--- src/design/qgap_pkg.sv ---
// Shared types, constants and helpers of the quantized global average pool.
// Used by every module of the block; depends on nothing else.
`default_nettype none

package qgap_pkg;

    localparam int LANES        = 8;
    localparam int MAX_CHANNELS = 512;
    localparam int BYTE_W       = 8;
    localparam int GROUP_W      = 6;
    localparam int ACC_W        = 32;
    localparam int SHIFT_W      = 6;
    localparam int CFG_DATA_W   = 32;
    localparam int CFG_IDX_W    = 3;

    // One memory row holds the accumulators of one group of lanes.
    localparam int ROWS  = MAX_CHANNELS / LANES;
    localparam int ROW_W = $clog2(ROWS);

    // Stages between acceptance and the output queue: memory read, accumulate,
    // multiply, decrement and shift; the final saturation is combinational.
    localparam int PIPE_STAGES = 5;
    localparam int OUTQ_DEPTH  = 8;
    localparam int OUTQ_PTR_W  = $clog2(OUTQ_DEPTH);
    localparam int OUTQ_CNT_W  = $clog2(OUTQ_DEPTH + 1);

    typedef enum logic [CFG_IDX_W-1:0] {
        CFG_BIAS       = 3'd0,
        CFG_SCALE_MULT = 3'd1,
        CFG_RIGHT_SHFT = 3'd2,
        CFG_ZERO_POINT = 3'd3,
        CFG_CLAMP_LOW  = 3'd4,
        CFG_CLAMP_HIGH = 3'd5
    } t_cfg_idx;

    typedef struct packed {
        logic [BYTE_W-1:0]  lane0;
        logic [BYTE_W-1:0]  lane1;
        logic [BYTE_W-1:0]  lane2;
        logic [BYTE_W-1:0]  lane3;
        logic [BYTE_W-1:0]  lane4;
        logic [BYTE_W-1:0]  lane5;
        logic [BYTE_W-1:0]  lane6;
        logic [BYTE_W-1:0]  lane7;
        logic [GROUP_W-1:0] group;
        logic               first_row;
        logic               last_row;
    } t_in_item;

    typedef struct packed {
        logic [BYTE_W-1:0]  out0;
        logic [BYTE_W-1:0]  out1;
        logic [BYTE_W-1:0]  out2;
        logic [BYTE_W-1:0]  out3;
        logic [BYTE_W-1:0]  out4;
        logic [BYTE_W-1:0]  out5;
        logic [BYTE_W-1:0]  out6;
        logic [BYTE_W-1:0]  out7;
        logic [GROUP_W-1:0] out_group;
    } t_out_item;

    typedef logic [LANES-1:0][BYTE_W-1:0] t_byte_vec;
    typedef logic [LANES-1:0][ACC_W-1:0]  t_acc_vec;

    // Requantization settings shared by all lanes.
    typedef struct packed {
        logic signed [ACC_W-1:0] scale_mult;
        logic [SHIFT_W-1:0]      right_shift;
        logic [BYTE_W-1:0]       zero_point;
        logic [BYTE_W-1:0]       clamp_low;
        logic [BYTE_W-1:0]       clamp_high;
    } t_rq_cfg;

    function automatic t_byte_vec get_lanes(input t_in_item x);
        t_byte_vec v;
        v[0] = x.lane0;
        v[1] = x.lane1;
        v[2] = x.lane2;
        v[3] = x.lane3;
        v[4] = x.lane4;
        v[5] = x.lane5;
        v[6] = x.lane6;
        v[7] = x.lane7;
        return v;
    endfunction

    function automatic t_out_item make_out(input t_byte_vec b, input logic [GROUP_W-1:0] g);
        t_out_item o;
        o.out0      = b[0];
        o.out1      = b[1];
        o.out2      = b[2];
        o.out3      = b[3];
        o.out4      = b[4];
        o.out5      = b[5];
        o.out6      = b[6];
        o.out7      = b[7];
        o.out_group = g;
        return o;
    endfunction

endpackage

`default_nettype wire

--- src/design/qgap_rq_lane.sv ---
// One requantization lane: multiply, negative correction, rounding shift and
// saturation down to a clamped byte. Depends on qgap_pkg.
`default_nettype none

module qgap_rq_lane
    import qgap_pkg::*;
(
    input  wire logic              i_clk,
    input  wire logic [ACC_W-1:0]  i_sum,
    input  wire t_rq_cfg           i_cfg,
    output logic [BYTE_W-1:0]      o_byte
);

    logic signed [2*ACC_W-1:0] r_c_prod;
    logic                      r_c_neg;
    logic signed [2*ACC_W-1:0] r_d_p;
    logic [ACC_W-1:0]          r_e_lo;
    logic                      r_e_half;

    logic signed [2*ACC_W-1:0] q;
    logic                      half;
    logic signed [ACC_W-1:0]   v;
    logic signed [15:0]        s16;
    logic signed [16:0]        w;
    logic [BYTE_W-1:0]         b;

    always_comb begin
        if (i_cfg.right_shift != '0) begin
            q    = r_d_p >>> i_cfg.right_shift;
            half = r_d_p[i_cfg.right_shift - SHIFT_W'(1)];
        end else begin
            q    = r_d_p;
            half = 1'b0;
        end
    end

    always_ff @(posedge i_clk) begin
        r_c_prod <= $signed(i_sum) * i_cfg.scale_mult;
        r_c_neg  <= i_sum[ACC_W-1];
        r_d_p    <= r_c_prod - {{(2*ACC_W-1){1'b0}}, r_c_neg};
        // Only the low word of the shifted value is kept, so the rounding
        // increment is added after truncation.
        r_e_lo   <= q[ACC_W-1:0];
        r_e_half <= half;
    end

    always_comb begin
        v = $signed(r_e_lo + {{(ACC_W-1){1'b0}}, r_e_half});
        if (v > 32'sd32767) begin
            s16 = 16'sh7fff;
        end else if (v < -32'sd32768) begin
            s16 = 16'sh8000;
        end else begin
            s16 = v[15:0];
        end
        w = {s16[15], s16} + $signed({9'b0, i_cfg.zero_point});
        if (w[16]) begin
            b = '0;
        end else if (w > 17'sd255) begin
            b = 8'hff;
        end else begin
            b = w[BYTE_W-1:0];
        end
        if (b < i_cfg.clamp_low) begin
            b = i_cfg.clamp_low;
        end
        if (b > i_cfg.clamp_high) begin
            b = i_cfg.clamp_high;
        end
        o_byte = b;
    end

endmodule

`default_nettype wire

--- config.mk ---
export PLATFORM = sky130hd
export DESIGN_NAME = qgap_rq_lane
export DESIGN_NICKNAME = d
export VERILOG_FILES = /design/src/design/qgap_pkg.sv /design/src/design/qgap_rq_lane.sv
export SDC_FILE = /design/constraint.sdc
export NUM_CORES = 2
export LEC_CHECK = 0
export BUFFER_PORTS_ARGS = -buffer_cell sky130_fd_sc_hd__buf_2
export CORE_UTILIZATION = 50
export CTS_CLUSTER_SIZE = 30
export DETAILED_ROUTE_END_ITERATION = 12
export PLACE_DENSITY = 0.64
export SKIP_LAST_GASP = 1
export SYNTH_ARGS = -nofsm -noshare
export SYNTH_HDL_FRONTEND = slang
export SYNTH_SLANG_ARGS = --single-unit
--- constraint.sdc ---
create_clock -name i_clk -period 9.2 [get_ports i_clk]
set_input_delay 0 -clock i_clk [delete_from_list [all_inputs] [get_ports i_clk]]
set_output_delay 0 -clock i_clk [all_outputs]
set_load 0.01 [all_outputs]
==> reports/qor.yml <==
status: "finished, final reports clean"
syn_area_mm2: 0.0472
seq_area_frac_synth_pct: 6.87
async_flop_share_pct: 0
finalCriticalPeriod_ps: 8650
final_layout_size_suffix_gt1_share_pct: 7.91
grt_use_total_pct: 26.9
hold_path.class: "in -> reg"
yosysWarnings: 0
grt_pass1_vias: 37700
cts_htree_levels: 4
ys_ff_latch: 162
cts_max_path_buffers: 2
grt_max_degree: 71
antenna_found_initial: 3
start_util_pct: 50.5
finalWirelength_um: 121000
arrival_ps: 8650
slew_headroom_pct: 38.2
max_stage_delay_ps: 640
cp_max_fo: 17
yosysMostFrequentCell: "inv_1"
num_vias: 34600
critPathSlowestCell: "or4_4"
crit_path_start_kind: "flip-flop"
finalHoldViolations: 0
overflow: 0
synth_top_cells_by_count: "1118 x inv_1, 1083 x fa_1, 822 x nand2_1"
io_buffers: 102
vias_per_cell: 5.47
ys_top_cells_by_area: "fa_1 46%, inv_1 8.9%, dfxtp_1 6.9%"
drt_first_pass_iters: 5
syn-num-nets: 6513
fin_setup_tns_ps: 0
clock_latency_ps: 440
layout.nets: 6450
ioPinCount: 103
synth_flop_cell: "dfxtp_1"
syn_to_final_growth_pct: 5.12
setup_viol: 0
cp-end-kind: "primary output"
grt_pass1_wl_um: 201000
rows: 112
synth.top_cell.area_share_pct: 46.0
drc: 0
ant_nets: 0
routabilityCongestion: 0.912
ys_types: 78
cts_buffers: 17
worstPathRequired_ps: 9200
dieArea_mm2: 0.0956
final_max_slew_viol_count: 0
utilization_pct: 53.1
skew_ps: 14.2
synth_edf_count: 0
path_class: "reg -> out"
cts_root_buf: "clkbuf_16"
drt_iter0_drc: 2205
syn_area_per_cell_um2: 9.21
wl_per_cell_um: 19.1
yosys.area.top_type: "fa_1"
synth_cells: 5122
cts_tree: "yes"
clkSinkCount: 162
max_freq_ghz: 0.116
path_clk_slew_ps: 70
cap_violations: 0
worst_slew_pin_slew_ps: 927
die_y_um: 309
die_w_um: 309
place_hpwl_um: 99900
post-route-period-util_pct: 94.0
core-area_mm2: 0.0933
==> layout by cell type, fill, tap and decap left out, drive strengths merged, types with 15 or more instances in the layout <==
| cell type | n |
|---|---|
| inv | 1127 |
| fa | 1083 |
| nand2 | 822 |
| and2 | 358 |
| ha | 213 |
| buf | 186 |
| dfxtp | 162 |
| nor2 | 124 |
| mux4 | 109 |
| o21ai | 106 |
| a21oi | 90 |
| xor2 | 79 |
| xnor2 | 77 |
| a21o | 46 |
| nor3 | 44 |
| mux2i | 40 |
| nand2b | 40 |
| nand3 | 35 |
| nor4 | 33 |
| mux2 | 24 |
| nand4 | 23 |
| or3 | 19 |
| a31oi | 19 |
| clkbuf | 19 |
| a211oi | 18 |
| o21bai | 16 |
| or4 | 15 |
==> per-layer routing <==
layer,track usage [%],up-vias,wire [µm]
li1,-,15300,-
met1,34.7,18000,48400
met2,48.4,1108,62700
met3,2.60,205,6440
met4,7.21,0,3310
met5,0,-,0
==> final cells by class <==
type                            count  area (µm²)
Clock buffer                       19         443
Timing Repair Buffer              187        1170
Tap cell                         1254        1570
Multi-Input combinational cell   3571       38800
Clock inverter                     13         115
Antenna cell                        1        2.50
Fill cell                        8716       43700
Sequential cell                   162        3250
Inverter                         1120        4200
==> logic make-up after synthesis <==
family | Yosys count | synth area share [%]
simple gates | 1566 | 15.8
buf+inv | 1390 | 11.1
fa+ha+maj | 1296 | 51.6
compound gates | 379 | 5.15
mux | 173 | 6.63
flops | 162 | 6.87
xor+xnor | 156 | 2.90
==> worst max-delay path: cells and delay by family (launching register included) <==
| family | cells | cell delay [ps] |
|---|---|---|
| AND/OR/NAND/NOR | 13 | 3020 |
| AO/OA/AOI/OAI | 18 | 2550 |
| multiplexers | 1 | 340 |
| buffers and inverters | 5 | 830 |
| adder cells (fa/ha/maj) | 4 | 1170 |
| flip-flops | 1 | 320 |
==> state kept, by name (all words and copies together) (netlist names) <==
register / cells
r_c_neg: 1
r_c_prod: 64
r_d_p: 64
r_e_half: 1
r_e_lo: 32
==> metrics by stage <==
step | cells | hold slack [ps] | instance area (µm²) | worst slack, ps
after detailed placement | 6278 | 344 | 48800 | 122
after global placement | 6278 | 336 | 48800 | 228
after CTS | 6312 | 164 | 49400 | 34.7
after global routing | 6327 | 189 | 49600 | -54.6
after floorplan | 5122 | 27.7 | 47200 | 658
final | 6327 | 192 | 49600 | 548
==> repair_timing <==
item,in CTS,in global routing
hold endpoints to repair,1,0
resized for setup,5,36
pin swaps,1,13
cloned,0,2
hold buffers,1,0
setup endpoints to repair,8,8
buffers inserted,1,12
==> worst paths after layout <==
| kind | start | end | slack, ps | depth (start not counted) |
|---|---|---|---|---|
| worst min-delay path | i_sum[0] | r_c_prod[0] | 190 | 3 |
| worst max register to register | r_c_prod[7] | r_d_p[63] | 4810 | 10 |
| worst min register to register | r_c_prod[63] | r_d_p[63] | 430 | 1 |
| worst max-delay path | r_e_lo[0] | o_byte[7] | 550 | 41 |
Power is not shown: default switching activity piles up to over one toggle a cycle in this logic, so the estimate is an artifact.
