## src/design/qgap_pkg.sv

```systemverilog
// Shared types, constants and helpers of the quantized global average pool.
// Used by every module of the block; depends on nothing else.
`default_nettype none

package qgap_pkg;

    localparam int LANES        = 8;
    localparam int MAX_CHANNELS = 512;
    localparam int BYTE_W       = 8;
    localparam int GROUP_W      = 6;
    localparam int ACC_W        = 32;
    localparam int SHIFT_W      = 6;
    localparam int CFG_DATA_W   = 32;
    localparam int CFG_IDX_W    = 3;

    // One memory row holds the accumulators of one group of lanes.
    localparam int ROWS  = MAX_CHANNELS / LANES;
    localparam int ROW_W = $clog2(ROWS);

    // Stages between acceptance and the output queue: memory read, accumulate,
    // multiply, decrement and shift; the final saturation is combinational.
    localparam int PIPE_STAGES = 5;
    localparam int OUTQ_DEPTH  = 8;
    localparam int OUTQ_PTR_W  = $clog2(OUTQ_DEPTH);
    localparam int OUTQ_CNT_W  = $clog2(OUTQ_DEPTH + 1);

    typedef enum logic [CFG_IDX_W-1:0] {
        CFG_BIAS       = 3'd0,
        CFG_SCALE_MULT = 3'd1,
        CFG_RIGHT_SHFT = 3'd2,
        CFG_ZERO_POINT = 3'd3,
        CFG_CLAMP_LOW  = 3'd4,
        CFG_CLAMP_HIGH = 3'd5
    } t_cfg_idx;

    typedef struct packed {
        logic [BYTE_W-1:0]  lane0;
        logic [BYTE_W-1:0]  lane1;
        logic [BYTE_W-1:0]  lane2;
        logic [BYTE_W-1:0]  lane3;
        logic [BYTE_W-1:0]  lane4;
        logic [BYTE_W-1:0]  lane5;
        logic [BYTE_W-1:0]  lane6;
        logic [BYTE_W-1:0]  lane7;
        logic [GROUP_W-1:0] group;
        logic               first_row;
        logic               last_row;
    } t_in_item;

    typedef struct packed {
        logic [BYTE_W-1:0]  out0;
        logic [BYTE_W-1:0]  out1;
        logic [BYTE_W-1:0]  out2;
        logic [BYTE_W-1:0]  out3;
        logic [BYTE_W-1:0]  out4;
        logic [BYTE_W-1:0]  out5;
        logic [BYTE_W-1:0]  out6;
        logic [BYTE_W-1:0]  out7;
        logic [GROUP_W-1:0] out_group;
    } t_out_item;

    typedef logic [LANES-1:0][BYTE_W-1:0] t_byte_vec;
    typedef logic [LANES-1:0][ACC_W-1:0]  t_acc_vec;

    // Requantization settings shared by all lanes.
    typedef struct packed {
        logic signed [ACC_W-1:0] scale_mult;
        logic [SHIFT_W-1:0]      right_shift;
        logic [BYTE_W-1:0]       zero_point;
        logic [BYTE_W-1:0]       clamp_low;
        logic [BYTE_W-1:0]       clamp_high;
    } t_rq_cfg;

    function automatic t_byte_vec get_lanes(input t_in_item x);
        t_byte_vec v;
        v[0] = x.lane0;
        v[1] = x.lane1;
        v[2] = x.lane2;
        v[3] = x.lane3;
        v[4] = x.lane4;
        v[5] = x.lane5;
        v[6] = x.lane6;
        v[7] = x.lane7;
        return v;
    endfunction

    function automatic t_out_item make_out(input t_byte_vec b, input logic [GROUP_W-1:0] g);
        t_out_item o;
        o.out0      = b[0];
        o.out1      = b[1];
        o.out2      = b[2];
        o.out3      = b[3];
        o.out4      = b[4];
        o.out5      = b[5];
        o.out6      = b[6];
        o.out7      = b[7];
        o.out_group = g;
        return o;
    endfunction

endpackage

`default_nettype wire

```

## src/design/qgap_outq.sv

```systemverilog
// Output queue that merges the lane bytes and group of each result item and
// holds them until taken. Depends on qgap_pkg.
`default_nettype none

module qgap_outq
    import qgap_pkg::*;
(
    input  wire logic                  i_clk,
    input  wire logic                  i_rst_n,
    input  wire logic                  i_push,
    input  wire t_byte_vec             i_bytes,
    input  wire logic [GROUP_W-1:0]    i_group,
    output logic                       o_valid,
    input  wire logic                  i_ready,
    output t_out_item                  o_item,
    output logic [OUTQ_CNT_W-1:0]      o_count
);

    t_out_item              r_buf [OUTQ_DEPTH];
    logic [OUTQ_PTR_W-1:0]  r_wr_ptr;
    logic [OUTQ_PTR_W-1:0]  r_rd_ptr;
    logic [OUTQ_CNT_W-1:0]  r_count;
    logic                   pop;

    assign pop = o_valid && i_ready;

    always_ff @(posedge i_clk) begin
        if (!i_rst_n) begin
            r_wr_ptr <= '0;
            r_rd_ptr <= '0;
            r_count  <= '0;
        end else begin
            if (i_push) begin
                r_wr_ptr <= r_wr_ptr + OUTQ_PTR_W'(1);
            end
            if (pop) begin
                r_rd_ptr <= r_rd_ptr + OUTQ_PTR_W'(1);
            end
            r_count <= r_count + OUTQ_CNT_W'(i_push) - OUTQ_CNT_W'(pop);
        end
    end

    always_ff @(posedge i_clk) begin
        if (i_push) begin
            r_buf[r_wr_ptr] <= make_out(i_bytes, i_group);
        end
    end

    assign o_valid = (r_count != '0);
    assign o_item  = r_buf[r_rd_ptr];
    assign o_count = r_count;

endmodule

`default_nettype wire

```

## config.mk

```make
export PLATFORM = sky130hd
export DESIGN_NAME = qgap_outq
export DESIGN_NICKNAME = d
export VERILOG_FILES = /design/src/design/qgap_pkg.sv /design/src/design/qgap_outq.sv
export SDC_FILE = /design/constraint.sdc
export NUM_CORES = 1
export LEC_CHECK = 0
export CELL_PAD_IN_SITES_DETAIL_PLACEMENT = 0
export CELL_PAD_IN_SITES_GLOBAL_PLACEMENT = 1
export CORE_AREA = 2 2 264 266
export DETAILED_ROUTE_END_ITERATION = 7
export DIE_AREA = 0 0 266 268
export DONT_BUFFER_PORTS = 1
export GPL_TIMING_DRIVEN = 0
export HOLD_SLACK_MARGIN = 0.15
export PLACE_DENSITY_LB_ADDON = 0.1
export SLEW_MARGIN = 20
export SYNTH_ARGS = -nofsm -noshare
export SYNTH_HDL_FRONTEND = slang
export SYNTH_SLANG_ARGS = --single-unit
```

## constraint.sdc

```tcl
create_clock -name i_clk -period 9.3 [get_ports i_clk]
set_input_delay 2.325 -clock i_clk [delete_from_list [all_inputs] [get_ports i_clk]]
set_output_delay 2.325 -clock i_clk [all_outputs]
set_load 0.005 [all_outputs]
```

==> metrics.yaml <==
sta:
  slew_viol_final: 0
  finClkSkew_ns: 0.01064
  layout_setup_ws_ns: 4.089
  setup_viol: 0
  period_share: 0.5604
  worst_slew_pin_slew_ns: 0.9164
  fin_crit_ns: 5.211
  maxSlewHeadroom: 0.3891
  rsz0062_at_grt: "false"
  fmax_mhz: 191.9
  hold_viol: 0
yosys:
  syn_inst: 882
  syn-num-nets: 963
  yosys_warnings: 0
  synth_cell_types: 25
  synth_area_um2: 21680
  syn_area_per_cell_um2: 24.58
  yosys.area.top_type: "edfxtp_1"
  synth.area.top_cells: "edfxtp_1 78%, mux4_2 15%, mux2_2 3.6%"
  synth_top_cell_area_share: 0.7758
  ys_seq_area_frac: 0.7878
  synth_seq_cells: 573
setup_path:
  cp_slowest_cell: "clkbuf_1"
  required_ns: 6.98
  path_delay_family: "buffers and inverters"
  critPathArrivalTime_ns: 2.89
  crit_path_start_kind: "register"
  critPathKind: "reg -> out"
  cp_max_fo: 10
  crit_buf_inv: 3
  path_cells: "buf_2, buf_2, clkbuf_1, mux4_2, mux2_2"
  endpoint_kind: "primary output"
  critPathMaxStageDelay_ns: 0.66
  cp_common_cell: "buf_2"
die:
  die_h_um: 268
  die-width_um: 266
  rows: 96
  core_um2: 68230
  ios: 149
  initial_utilization: 0.3177
  die_area_um2: 71290
grt:
  antenna_found_initial: 0
  grt_use_total: 0.1451
  grt_pass1_wl_um: 73310
  grt_max_degree: 19
  grt_pass1_vias: 10151
  overflow: 0
clock_network:
  cts_hold_buf: 0
  cts_resized: 0
  cts.path.max_buffers: 3
  cts_root_buf: "clkbuf_16"
  path_clk_slew_ns: 0.06
  htreeDepth: 3
  clock-sinks: 573
  insertion_delay_ns: 0.58
  cts_setup_buffers: 0
  cts_buffers: 68
  cts_tree: "done"
final_layout:
  drive_gt1_frac: 0.3686
  regArea_um2: 17080
  n_fill_cell: 6139
  multi_input_area_um2: 4385
  layout.nets: 1085
  syn_to_final_growth_pct: 18.99
  num_antenna_cells: 0
  stdcell_area_um2: 25790
place:
  numPortBuffers: 0
  placed_area_um2: 23710
  dp_hpwl_um: 32310
  preCtsSetupSlack_ns: 4.583
  gp_congestion: 0.6534
route:
  drt-pass1-iter-count: 6
  via_per_inst: 4.775
  wl_per_cell_um: 26.04
  drc: 0
  drt_wl_total_um: 50300
  num_vias: 9226
  drt_iter0_markers: 600
  ant_nets: 0
power_and_ir_drop:
  intPower_mw: 4.785
  cellLeakagePower_nw: 7.966
  p_seq_frac: 0.475
  power.switching_mw: 1.405
  finalPower_mw: 6.190
  clkPwrFrac: 0.404
  ir_drop_uv: 104.6
  p_comb_frac: 0.121
  power_density_nw_per_um2: 240.0
  p_sw_frac: 0.2270
outcome:
  outcome: "finished, final reports clean"
run:
  maxCapViolCount: 0
worst_hold_path:
  hp-class: "reg -> reg"
==> routing by layer <==
metal  vias up  wire length (um)  global-route usage
met5         -                 0                   0
li1       4010                 -                   -
met2       194             24930              0.2400
met3        56              3542             0.04719
met4         0               835             0.04282
met1      4966             20990              0.1827
==> final cells by class <==
cell class / count / area share
Multi-Input combinational cell: 264 / 0.1700
Clock inverter: 31 / 0.009799
Sequential cell: 573 / 0.6621
Buffer: 41 / 0.009848
Timing Repair Buffer: 52 / 0.03396
Inverter: 4 / 0.0005821
Tap cell: 882 / 0.04279
Clock buffer: 85 / 0.07092
==> final timing paths <==
kind / from / slack [ns] / depth (start not counted) / to
setup / recovery: register / 4.09 / 5 / o_item[10]
hold / removal: r_rd_ptr[2] / 0.48 / 2 / r_rd_ptr[2]
setup reg to reg: r_wr_ptr[2] / 6.96 / 6 / r_buf[0][18]
hold reg to reg: r_rd_ptr[2] / 0.48 / 2 / r_rd_ptr[2]
==> cell usage in the layout, fill, tap and decap left out, types with 2 or more instances in the layout <==
cell and n:
buf_4 18, nor3_2 2, buf_12 13, edfxtp_1 560, clkinv_1 12, nor2b_1 2, mux2i_1 9, inv_6 2
and2_1 4, buf_2 14, clkinv_2 11, dfxtp_1 13, xnor2_1 2, nor2_4 6, ha_1 6, buf_6 17
mux4_2 140, clkbuf_16 71, inv_1 4, nand2_1 9, bufinv_16 4, buf_16 15, clkbuf_1 28, clkinvlp_4 2
mux2_2 70, nand2b_1 6, buf_1 2
==> stage by stage <==
| stage | util | hold slack [ns] | cells | setup TNS [ns] |
|---|---|---|---|---|
| 4_1_cts | 0.3780 | 0.4905 | 1932 | 0 |
| 2_1_floorplan | - | 0.4555 | 882 | 0 |
| 6_report | 0.3780 | 0.4845 | 1932 | 0 |
| 3_3_place_gp | 0.3339 | 0.4664 | 1764 | -987.62 |
| 3_5_place_dp | 0.3475 | 0.4807 | 1816 | 0 |
| 5_1_grt | 0.3780 | 0.5176 | 1932 | 0 |
==> cells by family after synthesis <==
logic type	count (synthesis)	share of synthesized area
AOI/OAI and AO/OA	2	0.0005771
xor gates and xnor gates	3	0.001212
adders and majority gates	7	0.004387
buffers and inverters	45	0.01241
DFF	573	0.7878
muxes	219	0.1860
and+or+nand+nor	33	0.007620
==> state kept, by name, indices dropped and copies added, names as in the netlist, named ones only <==
register	cells
r_buf	560
r_rd_ptr	3
r_wr_ptr	3
o_count	4
==> power groups by stage <==
stage	Combinational, mW	Sequential, mW	Clock, mW
after floorplan	0.544	2.99	0
after global placement	0.762	3.01	0
after detailed placement	0.788	2.99	0
after CTS	0.791	2.94	2.59
after global routing	0.829	2.94	2.69
final	0.749	2.94	2.50
==> Yosys cell counts <==
master    instances
nor3_1            2
mux2_2           70
or3b_2            1
buf_6            11
fa_1              1
edfxtp_1        560
nand2_1           9
a21oi_1           1
nand3_1           1
dfxtp_1          13
mux4_2          140
xnor2_1           2
nor2b_1           2
buf_1             2
and2_1            4
mux2i_1           9
or2_2             1
xor2_1            1
buf_2            14
a21o_1            1
inv_1             4
ha_1              6
clkbuf_1         14
nor2_1            7
nand2b_1          6
==> worst reg2reg max path: stages, from the launching register on <==
cell and delay [ns]:
dfxtp_1 0.32, nand2b_1 0.30, nor3_2 0.60, buf_6 0.24, buf_6 0.15, buf_4 0.21, buf_4 0.23
Power figures use the tool's default switching activity.
